--- config.mk ---
export PLATFORM = sky130hd
export DESIGN_NAME = marching_squares_segmenter
export DESIGN_NICKNAME = d
export VERILOG_FILES = /design/src/rtl/core/mss_pkg.sv /design/src/rtl/core/marching_squares_segmenter.sv /design/src/rtl/core/mss_line_buf.sv
export SDC_FILE = /design/constraint.sdc
export NUM_CORES = 2
export LEC_CHECK = 0
export BUFFER_PORTS_ARGS = -buffer_cell sky130_fd_sc_hd__buf_2
export CAP_MARGIN = 20
export CORE_UTILIZATION = 47
export DETAILED_ROUTE_END_ITERATION = 16
export GPL_TIMING_DRIVEN = 0
export PLACE_DENSITY = 0.72
export SYNTH_ARGS = -nofsm -noshare
export SYNTH_HDL_FRONTEND = slang
export SYNTH_HIERARCHICAL = 1
export SYNTH_SLANG_ARGS = --single-unit
--- constraint.sdc ---
create_clock -name clk -period 20.3 [get_ports clk]
set_input_delay 1.015 -clock clk [delete_from_list [all_inputs] [get_ports clk]]
set_output_delay 1.015 -clock clk [all_outputs]
set_load 0.01 [all_outputs]
--- src/rtl/core/mss_pkg.sv ---
// ----------------------------------------------------------------------------
// mss_pkg
// Shared constants, register indexes and segment tables for the
// marching-squares isoline segmenter.
// ----------------------------------------------------------------------------
package mss_pkg;

	localparam int MAX_COLUMNS = 1024;
	localparam int MAX_ROWS    = 1024;
	localparam int COORD_BITS  = 16;

	localparam int COL_BITS    = $clog2(MAX_COLUMNS);
	localparam int ROW_BITS    = $clog2(MAX_ROWS);

	localparam int VALUE_BITS  = 32;
	localparam int DIM_BITS    = 11;
	localparam int CELL_BITS   = 13;
	localparam int OUT_BITS    = 16;
	localparam int CASE_BITS   = 4;
	localparam int CFG_IDX_BITS = 3;

	localparam logic [CFG_IDX_BITS-1:0] REG_THRESHOLD    = 3'd0;
	localparam logic [CFG_IDX_BITS-1:0] REG_USE_FIRST    = 3'd1;
	localparam logic [CFG_IDX_BITS-1:0] REG_GRID_COLUMNS = 3'd2;
	localparam logic [CFG_IDX_BITS-1:0] REG_GRID_ROWS    = 3'd3;
	localparam logic [CFG_IDX_BITS-1:0] REG_CELL_WIDTH   = 3'd4;
	localparam logic [CFG_IDX_BITS-1:0] REG_CELL_HEIGHT  = 3'd5;

	// edge midpoints
	localparam logic [1:0] PT_LEFT   = 2'd0;
	localparam logic [1:0] PT_RIGHT  = 2'd1;
	localparam logic [1:0] PT_TOP    = 2'd2;
	localparam logic [1:0] PT_BOTTOM = 2'd3;

	// segment kinds
	localparam logic [2:0] KIND_LB = 3'd0;
	localparam logic [2:0] KIND_BR = 3'd1;
	localparam logic [2:0] KIND_RT = 3'd2;
	localparam logic [2:0] KIND_LT = 3'd3;
	localparam logic [2:0] KIND_LR = 3'd4;
	localparam logic [2:0] KIND_TB = 3'd5;

	typedef struct packed {
		logic [1:0] count;
		logic [2:0] kind0;
		logic [2:0] kind1;
	} seg_plan_t;

	typedef struct packed {
		logic [1:0] start_pt;
		logic [1:0] end_pt;
	} seg_ends_t;

	function automatic seg_plan_t case_plan(input logic [CASE_BITS-1:0] cs);
		seg_plan_t p;
		p = '{count: 2'd1, kind0: KIND_LB, kind1: KIND_LB};
		case (cs)
			4'd0:  p.count = 2'd0;
			4'd1:  p.kind0 = KIND_LB;
			4'd2:  p.kind0 = KIND_BR;
			4'd3:  p.kind0 = KIND_LR;
			4'd4:  p.kind0 = KIND_RT;
			4'd5:  p = '{count: 2'd2, kind0: KIND_LT, kind1: KIND_BR};
			4'd6:  p.kind0 = KIND_TB;
			4'd7:  p.kind0 = KIND_LT;
			4'd8:  p.kind0 = KIND_LT;
			4'd9:  p.kind0 = KIND_TB;
			4'd10: p = '{count: 2'd2, kind0: KIND_LB, kind1: KIND_RT};
			4'd11: p.kind0 = KIND_RT;
			4'd12: p.kind0 = KIND_LR;
			4'd13: p.kind0 = KIND_BR;
			4'd14: p.kind0 = KIND_LB;
			default: p.count = 2'd0;
		endcase
		return p;
	endfunction

	function automatic seg_ends_t kind_ends(input logic [2:0] kind);
		seg_ends_t e;
		case (kind)
			KIND_LB: e = '{start_pt: PT_LEFT,   end_pt: PT_BOTTOM};
			KIND_BR: e = '{start_pt: PT_BOTTOM, end_pt: PT_RIGHT};
			KIND_RT: e = '{start_pt: PT_RIGHT,  end_pt: PT_TOP};
			KIND_LT: e = '{start_pt: PT_LEFT,   end_pt: PT_TOP};
			KIND_LR: e = '{start_pt: PT_LEFT,   end_pt: PT_RIGHT};
			KIND_TB: e = '{start_pt: PT_TOP,    end_pt: PT_BOTTOM};
			default: e = '{start_pt: PT_LEFT,   end_pt: PT_BOTTOM};
		endcase
		return e;
	endfunction

endpackage

--- src/rtl/core/marching_squares_segmenter.sv ---
// Path: the first segment of a sample passes the stage-1, stage-2 and output
// registers after its request is accepted; a second segment follows it.
// Throughput: one sample per cycle while the output is not stalled; a saddle cell,
// which gives two segments, holds the segment stage until both have entered the output register.
// Reset: control state, counters and comparison history cleared, registers
// to defaults; line buffer contents undefined until written, no clearing pass.
// ----------------------------------------------------------------------------
// marching_squares_segmenter
// Streams grid samples, thresholds them, keeps their bits in a line buffer and emits the
// isoline segments of each closed 2x2 cell in image pixel coordinates.
// ----------------------------------------------------------------------------
module marching_squares_segmenter (
	input  logic                                clk,
	input  logic                                arst_n,
	input  logic                                cfg_write,
	input  logic [mss_pkg::CFG_IDX_BITS-1:0]    cfg_index,
	input  logic [mss_pkg::VALUE_BITS-1:0]      cfg_data,
	input  logic                                in_valid,
	output logic                                in_ready,
	input  logic signed [mss_pkg::VALUE_BITS-1:0] first_value,
	input  logic signed [mss_pkg::VALUE_BITS-1:0] second_value,
	output logic                                out_valid,
	input  logic                                out_ready,
	output logic [mss_pkg::OUT_BITS-1:0]        start_x,
	output logic [mss_pkg::OUT_BITS-1:0]        start_y,
	output logic [mss_pkg::OUT_BITS-1:0]        end_x,
	output logic [mss_pkg::OUT_BITS-1:0]        end_y,
	output logic [mss_pkg::CASE_BITS-1:0]       cell_case,
	output logic                                last_segment
);
	import mss_pkg::*;

	// configuration
	logic signed [VALUE_BITS-1:0] threshold_q;
	logic                         use_first_q;
	logic [DIM_BITS-1:0]          grid_columns_q;
	logic [DIM_BITS-1:0]          grid_rows_q;
	logic [CELL_BITS-1:0]         cell_width_q;
	logic [CELL_BITS-1:0]         cell_height_q;

	always_ff @(posedge clk or negedge arst_n) begin
		if (!arst_n) begin
			threshold_q    <= '0;
			use_first_q    <= 1'b1;
			grid_columns_q <= DIM_BITS'(2);
			grid_rows_q    <= DIM_BITS'(2);
			cell_width_q   <= CELL_BITS'(1);
			cell_height_q  <= CELL_BITS'(1);
		end else if (cfg_write) begin
			case (cfg_index)
				REG_THRESHOLD:    threshold_q    <= cfg_data;
				REG_USE_FIRST:    use_first_q    <= cfg_data[0];
				REG_GRID_COLUMNS: grid_columns_q <= cfg_data[DIM_BITS-1:0];
				REG_GRID_ROWS:    grid_rows_q    <= cfg_data[DIM_BITS-1:0];
				REG_CELL_WIDTH:   cell_width_q   <= cfg_data[CELL_BITS-1:0];
				REG_CELL_HEIGHT:  cell_height_q  <= cfg_data[CELL_BITS-1:0];
				default: ;
			endcase
		end
	end

	// clamped grid size
	logic [COL_BITS:0] cols;
	logic [ROW_BITS:0] rows;

	always_comb begin
		if (grid_columns_q < DIM_BITS'(2))
			cols = (COL_BITS+1)'(2);
		else if (32'(grid_columns_q) > 32'(MAX_COLUMNS))
			cols = (COL_BITS+1)'(MAX_COLUMNS);
		else
			cols = (COL_BITS+1)'(grid_columns_q);
		if (grid_rows_q < DIM_BITS'(2))
			rows = (ROW_BITS+1)'(2);
		else if (32'(grid_rows_q) > 32'(MAX_ROWS))
			rows = (ROW_BITS+1)'(MAX_ROWS);
		else
			rows = (ROW_BITS+1)'(grid_rows_q);
	end

	// handshake and stage control
	logic valid_s1, valid_s2, out_valid_q;
	logic s1_free, s2_free, s2_done, out_free, load_out, accept, seg_last;

	// stage 0: compare, position
	logic [COL_BITS-1:0] col_q;
	logic [ROW_BITS-1:0] row_q;
	logic                prev_q;
	logic                above_left_q;
	logic                cur;
	logic                emit;
	logic [COL_BITS:0]   col_inc;
	logic [ROW_BITS:0]   row_inc;
	logic [ROW_BITS:0]   row_flip;
	logic                below;

	assign cur = use_first_q ? (first_value >= threshold_q) : (second_value >= threshold_q);
	assign emit = (col_q != '0) && (row_q != '0) &&
	              ({1'b0, col_q} < cols) && ({1'b0, row_q} < rows);
	assign col_inc  = {1'b0, col_q} + (COL_BITS+1)'(1);
	assign row_inc  = {1'b0, row_q} + (ROW_BITS+1)'(1);
	assign row_flip = rows - (ROW_BITS+1)'(1) - {1'b0, row_q};

	assign in_ready = s1_free;
	assign accept   = in_valid && in_ready;

	always_ff @(posedge clk or negedge arst_n) begin
		if (!arst_n) begin
			col_q  <= '0;
			row_q  <= '0;
			prev_q <= 1'b0;
		end else if (accept) begin
			prev_q <= cur;
			if (col_inc >= cols) begin
				col_q <= '0;
				row_q <= (row_inc >= rows) ? '0 : row_inc[ROW_BITS-1:0];
			end else begin
				col_q <= col_inc[COL_BITS-1:0];
			end
		end
	end

	mss_line_buf u_line_buf (
		.clk    (clk),
		.en     (accept),
		.addr   (col_q),
		.wr_bit (cur),
		.rd_bit (below)
	);

	// stage 1
	logic                cur_s1, prev_s1, emit_s1;
	logic [COL_BITS-1:0] col_m1_s1;
	logic [ROW_BITS-1:0] row_flip_s1;

	always_ff @(posedge clk or negedge arst_n) begin
		if (!arst_n)
			valid_s1 <= 1'b0;
		else if (s1_free)
			valid_s1 <= accept;
	end

	always_ff @(posedge clk) begin
		if (accept) begin
			cur_s1      <= cur;
			prev_s1     <= prev_q;
			emit_s1     <= emit;
			col_m1_s1   <= col_q - COL_BITS'(1);
			row_flip_s1 <= row_flip[ROW_BITS-1:0];
		end
	end

	logic [CASE_BITS-1:0]          case_s1;
	seg_plan_t                     plan_s1;
	logic [CELL_BITS+COL_BITS-1:0] x_prod;
	logic [CELL_BITS+ROW_BITS-1:0] y_prod;

	assign case_s1 = {prev_s1, cur_s1, below, above_left_q};
	assign plan_s1 = case_plan(case_s1);
	assign x_prod  = (CELL_BITS+COL_BITS)'(cell_width_q) * (CELL_BITS+COL_BITS)'(col_m1_s1);
	assign y_prod  = (CELL_BITS+ROW_BITS)'(cell_height_q) * (CELL_BITS+ROW_BITS)'(row_flip_s1);

	assign s1_free = !valid_s1 || s2_free;

	always_ff @(posedge clk or negedge arst_n) begin
		if (!arst_n)
			above_left_q <= 1'b0;
		else if (valid_s1 && s2_free)
			above_left_q <= below;
	end

	// stage 2: segment issue
	logic [CASE_BITS-1:0]  case_s2;
	logic [1:0]            count_s2;
	logic [2:0]            kind0_s2, kind1_s2;
	logic                  seg_s2;
	logic [COORD_BITS-1:0] x0_s2, y0_s2;

	always_ff @(posedge clk or negedge arst_n) begin
		if (!arst_n) begin
			valid_s2 <= 1'b0;
			seg_s2   <= 1'b0;
		end else if (s2_free) begin
			valid_s2 <= valid_s1;
			seg_s2   <= 1'b0;
		end else if (load_out) begin
			seg_s2   <= 1'b1;
		end
	end

	always_ff @(posedge clk) begin
		if (valid_s1 && s2_free) begin
			case_s2  <= case_s1;
			count_s2 <= emit_s1 ? plan_s1.count : 2'd0;
			kind0_s2 <= plan_s1.kind0;
			kind1_s2 <= plan_s1.kind1;
			x0_s2    <= COORD_BITS'(x_prod);
			y0_s2    <= COORD_BITS'(y_prod);
		end
	end

	assign out_free = !out_valid_q || out_ready;
	assign seg_last = seg_s2 || (count_s2 == 2'd1);
	assign load_out = valid_s2 && (count_s2 != 2'd0) && out_free;
	assign s2_done  = valid_s2 && ((count_s2 == 2'd0) || (out_free && seg_last));
	assign s2_free  = !valid_s2 || s2_done;

	seg_ends_t             ends;
	logic [COORD_BITS-1:0] w_full, w_half, h_full, h_half;
	logic [COORD_BITS-1:0] sx, sy, ex, ey;

	assign ends   = kind_ends(seg_s2 ? kind1_s2 : kind0_s2);
	assign w_full = COORD_BITS'(cell_width_q);
	assign w_half = COORD_BITS'(cell_width_q >> 1);
	assign h_full = COORD_BITS'(cell_height_q);
	assign h_half = COORD_BITS'(cell_height_q >> 1);

	always_comb begin
		case (ends.start_pt)
			PT_LEFT:  begin sx = x0_s2;          sy = y0_s2 + h_half; end
			PT_RIGHT: begin sx = x0_s2 + w_full; sy = y0_s2 + h_half; end
			PT_TOP:   begin sx = x0_s2 + w_half; sy = y0_s2;          end
			default:  begin sx = x0_s2 + w_half; sy = y0_s2 + h_full; end
		endcase
		case (ends.end_pt)
			PT_LEFT:  begin ex = x0_s2;          ey = y0_s2 + h_half; end
			PT_RIGHT: begin ex = x0_s2 + w_full; ey = y0_s2 + h_half; end
			PT_TOP:   begin ex = x0_s2 + w_half; ey = y0_s2;          end
			default:  begin ex = x0_s2 + w_half; ey = y0_s2 + h_full; end
		endcase
	end

	// output register
	logic [OUT_BITS-1:0]  start_x_q, start_y_q, end_x_q, end_y_q;
	logic [CASE_BITS-1:0] cell_case_q;
	logic                 last_segment_q;

	always_ff @(posedge clk or negedge arst_n) begin
		if (!arst_n)
			out_valid_q <= 1'b0;
		else if (out_free)
			out_valid_q <= load_out;
	end

	always_ff @(posedge clk) begin
		if (load_out) begin
			start_x_q      <= OUT_BITS'(sx);
			start_y_q      <= OUT_BITS'(sy);
			end_x_q        <= OUT_BITS'(ex);
			end_y_q        <= OUT_BITS'(ey);
			cell_case_q    <= case_s2;
			last_segment_q <= seg_last;
		end
	end

	assign out_valid    = out_valid_q;
	assign start_x      = start_x_q;
	assign start_y      = start_y_q;
	assign end_x        = end_x_q;
	assign end_y        = end_y_q;
	assign cell_case    = cell_case_q;
	assign last_segment = last_segment_q;

endmodule

--- src/rtl/core/mss_line_buf.sv ---
// ----------------------------------------------------------------------------
// mss_line_buf
// One-bit line buffer holding the previous row's comparison bits. Read-first
// synchronous RAM: the old bit comes out one cycle after the access while
// the new bit is written at the same address.
// ----------------------------------------------------------------------------
module mss_line_buf (
	input  logic                        clk,
	input  logic                        en,
	input  logic [mss_pkg::COL_BITS-1:0] addr,
	input  logic                        wr_bit,
	output logic                        rd_bit
);
	import mss_pkg::*;

	logic mem [MAX_COLUMNS];
	logic rd_q;

	always_ff @(posedge clk) begin
		if (en) begin
			rd_q      <= mem[addr];
			mem[addr] <= wr_bit;
		end
	end

	assign rd_bit = rd_q;

endmodule

After elaboration in Yosys (flattened, before gate mapping)
Memory sizes are Yosys's and may differ from the RTL's. A register that Yosys moved wholly into a read port is not among the register bits.
Cells that the tools add are included.
{ "totals": {"mem_bits_rw": 1024, "output_inout_bits": 71, "register_bits": 243, "romBits": 0, "in_bits": 104, "latch_bits": 0, "memories": 1} }
{ "op_classes": {"reduce_logical": 41, "mul": 2, "div": 0, "n_shift": 0, "add_sub_neg": 9, "eq_ne": 29, "order_cmp": 10, "n_mux": 20, "bitwise": 0} }
{ "memory_table": {"columns": ["name", "words", "word_bits", "rd", "rd_clocked_by_memory_dff", "write_ports", "line_no", "rtl"], "rows": [
  ["u_line_buf.mem", 1024, 1, 1, 1, 1, "mss_line_buf.sv:16", "logic mem [MAX_COLUMNS];"]
]} }
{ "op_table": {"columns": ["operator", "count"], "rows": [
  ["case mux 16 bit (2 select lines)", 4],
  [">= comparator 32 bit", 2],
  ["two-way mux 11 bit", 4],
  ["adder 16 x 12 -> 16 bit", 2],
  ["adder 16 x 13 -> 16 bit", 2],
  ["multiplier 13 x 10 -> 16 bit", 2],
  ["== test 4 bit (second input constant)", 7],
  ["adder 10 x 1 -> 11 bit (second input constant)", 2],
  [">= comparator 11 bit", 2],
  ["greater-than comparator 11 bit (second input constant)", 2],
  ["< comparator 10 x 11 -> 1 bit", 2],
  ["< comparator 11 x 2 -> 1 bit (second input constant)", 2],
  ["two-way mux 10 bit", 2],
  ["case mux 4 bit (5 select lines)", 1],
  ["nonzero test 10 bit", 2],
  ["subtractor 10 x 1 -> 10 bit (second input constant)", 2],
  ["== test 4 x 3 -> 1 bit (second input constant)", 4],
  ["case mux 3 bit (5 select lines)", 1],
  ["AND reduction 2 bit", 7],
  ["OR reduction 2 bit", 7],
  ["== test 3 x 2 -> 1 bit (second input constant)", 4],
  ["== test 3 bit (second input constant)", 4],
  ["OR reduction 12 bit", 1],
  ["subtractor 10 bit", 1],
  ["15 further kinds", 42]
]} }

Longest topological paths before layout
{ "depth": {"depth_word": 10, "ltp_mapped": 20, "depth_no_buf": 19} }

Modules after synthesis
The synthesis kept the hierarchy.
{ "modules_own_cells": {"columns": ["mod", "cells_per_inst", "area_per_inst_um2", "instances"], "rows": [
  ["mss_line_buf", 3369, 44347.5, 1],
  ["marching_squares_segmenter", 2132, 20976.4, 1]
]} }

Least setup slack after synthesis
OpenSTA, ideal clock, no wires.
{ "synth_timing": {"path_type": "input-to-reg", "start": "in second_value[6] (netlist bit)", "end": "reg cur_s1, data pin", "stages": 8, "required_time_ps": 16742, "path_slack_ps": -2232, "t_arrival_ps": 18974, "n_path_buf": 0, "path_cell_list": "ha_1 and2_4 a221oi_2 o21ai_1 a221o_1 a211oi_2 mux2i_1 a32oi_2"} }
{ "synth_between": {"elab_chain_cells": 2} }
{ "synth_rtl": {"columns": ["element", "line_no", "rtl"], "rows": [
  ["from (decl)", "marching_squares_segmenter.sv:21", "input logic signed [mss_pkg::VALUE_BITS-1:0] second_value,"],
  [">= comparator 32 bit", "marching_squares_segmenter.sv:97", "assign cur = use_first_q ? (first_value >= threshold_q) : (second_value >= threshold_q);"],
  ["two-way mux 1 bit", "marching_squares_segmenter.sv:97", null],
  ["named net cur", "marching_squares_segmenter.sv:90", "logic cur;"],
  ["to (signal assigned)", "marching_squares_segmenter.sv:145", "cur_s1 <= cur;"],
  ["to (decl)", "marching_squares_segmenter.sv:132", "logic cur_s1, prev_s1, emit_s1;"]
]} }
The timed path passes the listed nets, and every way through them passes these cells.
A chain may end at the register's enable or synchronous reset.

Worst setup path after layout
{ "layout_timing": {"start": "reg row_flip_s1[2]", "end": "reg y0_s2[15], data pin"} }
{ "layout_between": {"elab_chain_cells": 1} }
{ "layout_rtl": {"columns": ["element", "line_no", "rtl"], "rows": [
  ["from (decl)", "marching_squares_segmenter.sv:134", "logic [ROW_BITS-1:0] row_flip_s1;"],
  ["from (signal assigned)", "marching_squares_segmenter.sv:149", "row_flip_s1 <= row_flip[ROW_BITS-1:0];"],
  ["multiplier 13 x 10 -> 16 bit", "marching_squares_segmenter.sv:161", "assign y_prod = (CELL_BITS+ROW_BITS)'(cell_height_q) * (CELL_BITS+ROW_BITS)'(row_flip_s1);"],
  ["named net y_prod[15]", "marching_squares_segmenter.sv:156", "logic [CELL_BITS+ROW_BITS-1:0] y_prod;"],
  ["to (signal assigned)", "marching_squares_segmenter.sv:198", "y0_s2 <= COORD_BITS'(y_prod);"],
  ["to (decl)", "marching_squares_segmenter.sv:177", "logic [COORD_BITS-1:0] x0_s2, y0_s2;"]
]} }
The timed path passes the listed nets, and every way through them passes these cells.

==> flow_summary.yaml <==
worst_setup_path:
  cp_cell_sequence: "clkbuf_1 > nand2_1 > fa_1 > inv_1 > ha_1 > ha_1 > inv_1 > fa_1 > inv_1 > fa_1 > ha_1 > nand2_1 > o21ai_0 > nor4_1 > nor3_1 > a211o_1 > o311ai_0 > o21ai_0 > xnor2_1"
  endpoint_kind: "flop"
  r2r_start: "row_flip_s1[2]"
  worst-path-buf-inv: 4
  critical_path_required_ns: 20.80
  crit_arrival_ns: 6.37
  max_stage_delay_ns: 0.53
  r2r_end: "y0_s2[15]"
  r2r_slack_ns: 14.43
  criticalPathCategory: "flop to flop"
  critPathSlowestCell: "fa_1"
  worstSetupStartpointType: "flop"
  worst-r2r-cell-count: 19
  worstPathMaxFanout: 10
  crit_family: "adder cells"
floorplanning:
  fp.dieH_um: 375
  fp.coreArea_um2: 138000
  ios: 175
  start_util_pct: 47.5
  dieWidth_um: 375
  dieArea_um2: 140000
  rows: 136
power_and_ir_drop:
  p_int_mw: 7.96
  seqPwrFrac_pct: 27.9
  irDropWorstVdd_mv: 0.334
  switching_power_mw: 5.85
  powerDensity_nw_per_um2: 187
  power_leakage_nw: 26.5
  swShare_pct: 42.4
  finalPower_mw: 13.8
  pwr-share-comb_pct: 54.5
  clockPowerShare_pct: 17.5
logic_synthesis:
  async_flop_share_pct: 8.45
  yosysUniqueCellTypes: 95
  ys_ff_latch: 1267
  yosys_most_used_dff: "edfxtp_1"
  synth_area_um2: 65300
  ys_seq_area_share_pct: 57.4
  ys.warnings.count: 6
  synth_area_per_cell_um2: 11.9
  syn_nets: 5979
  netlist_instances: 5501
  synth_edf_count: 1160
finish:
  post-route-util_pct: 53.7
  finalInstanceArea_um2: 74000
  layout.nets: 6350
  nFillCells: 11500
  post_layout_nonfiller_instances: 7781
  drive_gt1_share_pct: 11.5
  syn_to_final_growth_pct: 13.3
detailed_routing:
  drt_iter0_markers: 7117
  ant_nets: 0
  wl_per_cell_um: 28.3
  vias_per_cell: 6.24
  first_pass_iters: 9
  drc: 0
  drt_wl_total_um: 220000
  num_vias: 48600
placed_design:
  place_hpwl_um: 146000
  port_buffers: 174
  pre_cts_slack_ns: 14.43
  globalplace.congestion: 0.991
  placed_cell_area_um2: 69600
  dp.cells: 7525
cts:
  clockBufferDepth: 3
  numCtsBuffers: 136
  cts_tree: "done"
  path_clk_slew_ns: 0.06
  root_buffer: "clkbuf_16"
  postCtsHoldBufs: 0
  clkSinkCount: 1267
  h-tree-depth: 4
  insertion_delay_ns: 0.79
  cts-resized-gates: 0
  post_cts_buffers: 0
run:
  drv_cap: 0
sta:
  timing.final.crit_share_pct: 28.9
  fmax_mhz: 170
  setup_violations: 0
  max-slew-margin-rel_pct: 9.35
  hold_viol: 0
  setup_ws_ns: 14.43
  worst_pin_slew_ns: 1.36
  skew_ns: 0.0473
  rsz0062_at_grt: "no"
  drv_slew: 0
  timing.final.crit_period_ns: 5.87
global_routing:
  first_global_vias: 46200
  grtUsageTotal_pct: 30.8
  antenna_found_initial: 13
  grt_first_pass_wirelength_um: 311000
  overflow: 0
  grt_max_degree: 70
min_path:
  hold_path_class: "input pin to async pin"
outcome:
  status: "finished clean"
==> worst register-to-register path, stage by stage (launching register included) <==
cell,delay [ns]
edfxtp_1,0.43
clkbuf_1,0.49
nand2_1,0.15
fa_1,0.53
inv_1,0.04
ha_1,0.28
ha_1,0.28
inv_1,0.05
fa_1,0.52
inv_1,0.05
fa_1,0.47
ha_1,0.35
nand2_1,0.06
o21ai_0,0.34
nor4_1,0.10
nor3_1,0.40
a211o_1,0.19
o311ai_0,0.20
o21ai_0,0.44
xnor2_1,0.21
==> routing by layer <==
metal / up-vias / global-route usage [%] / wire length [um] / part of all wire, %
li1: 20300 / - / - / -
met1: 23700 / 38.2 / 76300 / 35
met2: 3597 / 46.8 / 95600 / 43
met3: 952 / 9.74 / 31000 / 14
met4: 10 / 19.5 / 17100 / 7.8
met5: - / 0 / 63 / 0.029
==> sequential cells by signal (all words and copies together), names as in the netlist, 11 cells and up <==
name and cells:
cell_height_q 13, cell_width_q 13, end_x 16, end_y 16
grid_columns_q 11, grid_rows_q 11, start_x 16, start_y 16
threshold_q 32, u_line_buf/mem 1024, x0_s2 16, y0_s2 16
==> cell usage in the layout (no fill, tap or decap), drive strengths merged, types with 7 or more instances in the layout <==
cell type  synthesis  final
a31oi              7      7
nor2            1168   1168
dfrtp            102    102
a22oi             19     19
fa               139    139
nor3b              7      7
o21a              23     23
mux2              50     50
and2             100    100
mux2i            461    461
o2111ai           11     11
ha               235    235
nand3             59     59
edfxtp          1160   1160
clkbuf           235    403
and3              15     15
nor2b             20     20
nand4             15     15
buf              151    384
a21o              34     34
o211ai            19     19
diode              0      9
o31ai             15     15
mux4              32     32
xor2              51     51
inv              235    242
nor4              51     51
nor3              42     42
o22ai            202    202
or2               10     10
nand2            366    366
a211oi            22     22
clkinv             1     63
xnor2             84     84
nand2b            14     14
a21oi             92     92
o21ai            140    140
a221o             13     13
==> power groups by stage <==
stage / clock (mW) / sequential [mW] / combinational (mW)
6_report: 2.42 / 3.86 / 7.53
5_1_grt: 2.53 / 3.88 / 8.22
4_1_cts: 2.43 / 3.86 / 7.41
3_5_place_dp: 0 / 3.91 / 7.36
3_3_place_gp: 0 / 4.31 / 7.05
2_1_floorplan: 0 / 4.13 / 5.10
==> logic make-up after synthesis <==
logic type | count (synthesis) | share of synthesized area, %
AOI/OAI and AO/OA | 649 | 6.50
DFF | 1267 | 57.4
muxes | 543 | 9.03
buffers and inverters | 622 | 3.98
and+or+nand+nor | 1911 | 12.5
adders and majority gates | 374 | 8.76
xor gates and xnor gates | 135 | 1.81
==> final cells by class <==
cell class              count  area (um^2)  share of cell area, %
flip-flops and latches   1267        37500                   50.7
multi-input cells        3612        25200                   34.1
clock buffers             168         3550                   4.80
well taps                1794         2240                   3.03
repair buffers            233         2050                   2.77
plain buffers             386         1720                   2.32
inverters                 236          886                   1.20
clock inverters            76          761                   1.03
diodes                      9         22.5                 0.0304
==> synth_stat cells (99+ instances only) <==
master	instances	area (um^2)
and2_1	99	619
buf_2	122	611
clkbuf_1	234	878
dfrtp_1	102	2550
edfxtp_1	1160	34800
fa_1	139	2780
ha_1	235	2940
inv_1	235	882
mux2i_1	461	4610
nand2_1	366	1370
nor2_1	1167	4380
o21ai_0	137	686
o22ai_1	202	1260
==> how the worst max path moves through the flow <==
stage / from / end / cells after the start
2_1_floorplan: first_value[31] / cur_s1 / 6
3_3_place_gp: first_value[31] / u_line_buf/mem[200] / 7
3_5_place_dp: row_flip_s1[3] / y0_s2[15] / 19
4_1_cts: row_flip_s1[3] / y0_s2[15] / 19
5_1_grt: row_flip_s1[3] / y0_s2[15] / 19
6_report: row_flip_s1[2] / y0_s2[15] / 19
==> per-stage QoR <==
stage / hold slack (ns) / TNS [ns]
2_1_floorplan: 0.400 / 0
3_3_place_gp: 0.406 / -2047.05
3_5_place_dp: 0.406 / 0
4_1_cts: 0.205 / 0
5_1_grt: 0.260 / 0
6_report: 0.242 / 0
(Power assumes the default switching activity.)
